### src/rtl/core/lsij_pkg.sv
// Shared widths, codes and beat types for the line/segment intersection block.
package lsij_pkg;

  localparam int IN_W      = 32;
  localparam int DIF_W     = IN_W + 1;
  localparam int PR_W      = 2 * DIF_W;
  localparam int DN_W      = PR_W + 1;
  localparam int CC_W      = DN_W + 1;
  localparam int PT_W      = CC_W + IN_W;
  localparam int PS_W      = PT_W + 1;
  localparam int PT_SHIFT  = 16;
  localparam int PTN_W     = PS_W + PT_SHIFT;
  localparam int JP_W      = CC_W + PR_W;
  localparam int JAC_SHIFT = 32;
  localparam int JN_W      = JP_W + JAC_SHIFT;
  localparam int DN2_W     = 2 * DN_W;
  localparam int OUT_W     = 64;
  localparam int MUL_CW    = 16;
  localparam int THR_W     = 33;
  localparam int N_JAC     = 8;
  // abs, overflow check, one stage per quotient bit, round, increment, saturate
  localparam int DIV_LAT   = OUT_W + 5;

  localparam logic [THR_W-1:0] THR_RST = 33'd1;
  localparam logic [OUT_W-1:0] OUT_MAX = 64'h7FFF_FFFF_FFFF_FFFF;
  localparam logic [OUT_W-1:0] OUT_MIN = 64'h8000_0000_0000_0000;

  typedef enum logic [1:0] {
    ST_PARALLEL = 2'd0,
    ST_MISS     = 2'd1,
    ST_HIT      = 2'd2
  } status_e;

  typedef struct packed {
    logic signed [IN_W-1:0] line_ax;
    logic signed [IN_W-1:0] line_ay;
    logic signed [IN_W-1:0] line_bx;
    logic signed [IN_W-1:0] line_by;
    logic signed [IN_W-1:0] seg_start_x;
    logic signed [IN_W-1:0] seg_start_y;
    logic signed [IN_W-1:0] seg_end_x;
    logic signed [IN_W-1:0] seg_end_y;
  } in_item_t;

  typedef struct packed {
    status_e                 status;
    logic signed [OUT_W-1:0] point_x;
    logic signed [OUT_W-1:0] point_y;
    logic signed [OUT_W-1:0] dpx_d_start_x;
    logic signed [OUT_W-1:0] dpx_d_start_y;
    logic signed [OUT_W-1:0] dpx_d_end_x;
    logic signed [OUT_W-1:0] dpx_d_end_y;
    logic signed [OUT_W-1:0] dpy_d_start_x;
    logic signed [OUT_W-1:0] dpy_d_start_y;
    logic signed [OUT_W-1:0] dpy_d_end_x;
    logic signed [OUT_W-1:0] dpy_d_end_y;
  } res_item_t;

endpackage

### src/rtl/core/lsij_mul.sv
// Pipelined signed multiplier: one narrow partial product of b per stage.
module lsij_mul import lsij_pkg::*; #(
  parameter int AW = 32,
  parameter int BW = 32,
  parameter int CW = MUL_CW
) (
  input  logic                 clk_i,
  input  logic signed [AW-1:0] a_i,
  input  logic signed [BW-1:0] b_i,
  output logic signed [AW+BW-1:0] p_o
);

  localparam int NS  = (BW + CW - 1) / CW;
  localparam int PW  = AW + BW;
  localparam int BXW = NS * CW;

  logic signed [AW-1:0]  a_q   [NS];
  logic signed [BXW-1:0] b_q   [NS];
  logic signed [PW-1:0]  acc_q [NS];

  for (genvar k = 0; k < NS; k++) begin : g_st
    logic signed [AW-1:0]  a_s;
    logic signed [BXW-1:0] b_s;
    logic signed [PW-1:0]  acc_s;
    logic signed [CW:0]    ck;
    logic signed [AW+CW:0] pp;

    if (k == 0) begin : g_first
      assign a_s   = a_i;
      assign b_s   = BXW'(b_i);
      assign acc_s = '0;
    end else begin : g_next
      assign a_s   = a_q[k-1];
      assign b_s   = b_q[k-1];
      assign acc_s = acc_q[k-1];
    end

    if (k == NS - 1) begin : g_top
      assign ck = {b_s[BXW-1], b_s[k*CW +: CW]};
    end else begin : g_low
      assign ck = {1'b0, b_s[k*CW +: CW]};
    end

    assign pp = a_s * ck;

    always_ff @(posedge clk_i) begin
      a_q[k]   <= a_s;
      b_q[k]   <= b_s;
      acc_q[k] <= acc_s + (PW'(pp) <<< (k * CW));
    end
  end

  assign p_o = acc_q[NS-1];

endmodule

### config.mk
export PLATFORM = sky130hd
export DESIGN_NAME = lsij_mul
export DESIGN_NICKNAME = d
export VERILOG_FILES = /design/src/rtl/core/lsij_pkg.sv /design/src/rtl/core/lsij_mul.sv
export SDC_FILE = /design/constraint.sdc
export NUM_CORES = 2
export LEC_CHECK = 0
export BUFFER_PORTS_ARGS = -buffer_cell sky130_fd_sc_hd__buf_4
export CAP_MARGIN = 20
export CORE_MARGIN = 3
export CORE_UTILIZATION = 45
export DETAILED_ROUTE_END_ITERATION = 12
export PLACE_DENSITY = 0.7
export SYNTH_ARGS = -nofsm -noshare
export SYNTH_HDL_FRONTEND = slang
export SYNTH_SLANG_ARGS = --single-unit
### constraint.sdc
create_clock -name clk_i -period 7 [get_ports clk_i]
set_clock_uncertainty 0.1 [all_clocks]
set_input_delay 0.35 -clock clk_i [delete_from_list [all_inputs] [get_ports clk_i]]
set_output_delay 0.35 -clock clk_i [all_outputs]
set_load 0.02 [all_outputs]
==> reports/results.ini <==
[cells_and_area]
area_growth_pct = 16.35
layout.cells.most_common_list = inv_1 (1128), fa_1 (962), nand2_1 (657)
final_common_cell = inv_1
stdcell_area_sq_um = 48390
fin_nets = 6271
drive_above_1_share_pct = 16.59

[clock_network]
clkLatencyLatePin_ps = 470
numCtsBuffers = 17
clkSinkCount = 161
clk_pin_slew_ps = 80
cts_tree = done
cts_root_buf = clkbuf_16
cts_buffer_depth = 2
htreeDepth = 4

[synthesis]
netlist_area_sq_um = 41590
synth-seq-cells = 161
ys_types = 75
synth_edf_count = 0
synth_cells = 4602
syn_nets = 5924
async_flop_share_pct = 0
synth.area.top_cells = fa_1 (47%), inv_1 (10%), ha_1 (8.5%)
yosys_warnings = 0
yosysTopAreaCell = fa_1
synth_flop_cell = dfxtp_1
synth_top_area_share_pct = 46.97
synth.avg_cell_area_sq_um = 9.038
synth.yosys.seq_area_share_pct = 7.749

[global_routing]
antenna_found_initial = 4
grt_pass1_vias = 33990
grt_max_degree = 33
grt_pass1_wl_um = 178600
grt.total_usage_pct = 23.58
overflow = 0

[placement]
gp_congestion = 0.8947
place_ws_ps = -1087
dp_hpwl_um = 87610
postPlaceCellArea_sq_um = 45980
numPortBuffers = 128

[die]
dieArea_sq_um = 96120
initial_utilization_pct = 45.79
die-height_um = 310.0
core_area_sq_um = 90840
die_x_um = 310.0
placementRows = 110
io_pins = 129

[timing]
report.final.slew_viol_count = 0
worst_slew_pin_slew_ps = 910.1
setup_tns_ps = -17700
finalSetupViolations = 31
relSlewSlack_pct = 39.24
rsz0062_at_grt = true
timing.final.crit_share_pct = 112.0
fin_ws_ps = -843.1
hold_viol = 0
min_period_ps = 7843
max_freq_mhz = 127.5

[worst_setup_path]
crit_fanout = 6
path_common_cell = fa_1
crit_slowest_cell = or4_4
cp.required_ps = 7250
worstPathArrival_ps = 8090
critical-path-max-stage-delay_ps = 550
r2r_cells = 32
cp-start-kind = flop
crit_path_end_kind = flop
path_class = reg -> reg

[drt]
first_pass_iters = 5
vias_per_cell = 5.088
wirelength_um = 109100
ant_nets = 0
vias = 31250
wire_per_inst_um = 17.76
drc_errors = 0
drt_iter0_markers = 1995

[hold_path]
hold_class = in -> reg
whs_path_depth = 1

[flow_run]
cap_violations = 0

[status]
outcome = complete, but fails checks
violations = setup timing

[worst max-delay path: cells and delay by family, from the launching register on]
family                   cells  cell delay, ps
XOR/XNOR                     2             300
AND/OR/NAND/NOR              4            1050
flip-flops                   1             380
buffers and inverters        7             550
AO/OA/AOI/OAI               11            2180
adder cells (fa/ha/maj)      8            3170
[cells in the mapped netlist (5+ instances only)]
| cell | instances |
|---|---|
| inv_1 | 1142 |
| fa_1 | 976 |
| nand2_1 | 666 |
| and2_1 | 383 |
| ha_1 | 281 |
| clkbuf_1 | 172 |
| dfxtp_1 | 161 |
| a21oi_1 | 124 |
| xnor2_1 | 102 |
| nor2_1 | 79 |
| a21o_1 | 70 |
| buf_4 | 64 |
| o21ai_0 | 56 |
| xor2_1 | 39 |
| nand3_1 | 32 |
| nand2b_1 | 29 |
| o21a_1 | 18 |
| a31oi_1 | 17 |
| nor2b_1 | 16 |
| o21bai_1 | 16 |
| and3_1 | 13 |
| nand4_1 | 13 |
| o21ai_1 | 11 |
| nor3_1 | 8 |
| o22ai_1 | 7 |
| a211oi_1 | 6 |
| a21oi_2 | 6 |
| or2_2 | 5 |
[layout make-up]
cell class                      instances  area (sq um)
Sequential cell                       161          3304
Fill cell                            8033         42440
Inverter                             1142          4287
Timing Repair Buffer                  569          4679
Antenna cell                            3         7.507
Clock inverter                         14         163.9
Clock buffer                           18         439.2
Multi-Input combinational cell       3058         34040
Tap cell                             1176          1471
[repair_timing]
item / 4_1_cts / 5_1_grt
setup buffers: 46 / 41
pin swaps: 73 / 69
endpoints found under the setup margin: 32 / 34
hold endpoints to repair: 16 / 0
hold buffers: 16 / 0
gates resized for setup: 130 / 140
[registers in the layout (all words and copies together) (netlist names)]
signal / count
acc_q: 113
b_q: 16
a_q: 32
[routing by layer]
layer	vias to the layer above	routed length, um	global-route usage, %
met3	172	9643	4.771
met5	-	13	0
met2	1155	50120	37.76
met1	15830	46750	33.11
li1	14090	-	-
met4	2	2553	5.698
[logic make-up (layout without fill, tap and decap cells)]
| logic type | Yosys count | in the layout | synth area share, % |
|---|---|---|---|
| AND/OR/NAND/NOR | 1264 | 1264 | 14.48 |
| XOR/XNOR | 142 | 142 | 3.023 |
| adder cells (fa/ha/maj) | 1257 | 1257 | 55.43 |
| other | 0 | 3 | 0 |
| flip-flops | 161 | 161 | 7.749 |
| buffers and inverters | 1383 | 1743 | 13.09 |
| AO/OA/AOI/OAI | 395 | 395 | 6.239 |
[final timing paths]
check / from / endpoint / slack, ps
worst max-delay path: a_q[0][6] / acc_q[0][125] / -840
worst min-delay path: a_i[1] / a_q[0][1] / 40
worst max register to register: a_q[0][6] / acc_q[0][125] / -840
worst min register to register: acc_q[0][0] / acc_q[0][64] / 230
[per-stage QoR]
| stage | hold WS [ps] | util, % | instances |
|---|---|---|---|
| floorplan | 209.6 | - | 4602 |
| global route | 20.06 | 53.27 | 6139 |
| detailed placement | 212.1 | 50.62 | 6022 |
| global placement | 211.6 | 50.62 | 6022 |
| finish | 39.87 | 53.28 | 6141 |
| CTS | 20.31 | 52.36 | 6112 |
Power is left out: the tool's default activity adds up to more than one toggle a clock period on the data nets, which glitch-free logic cannot reach.
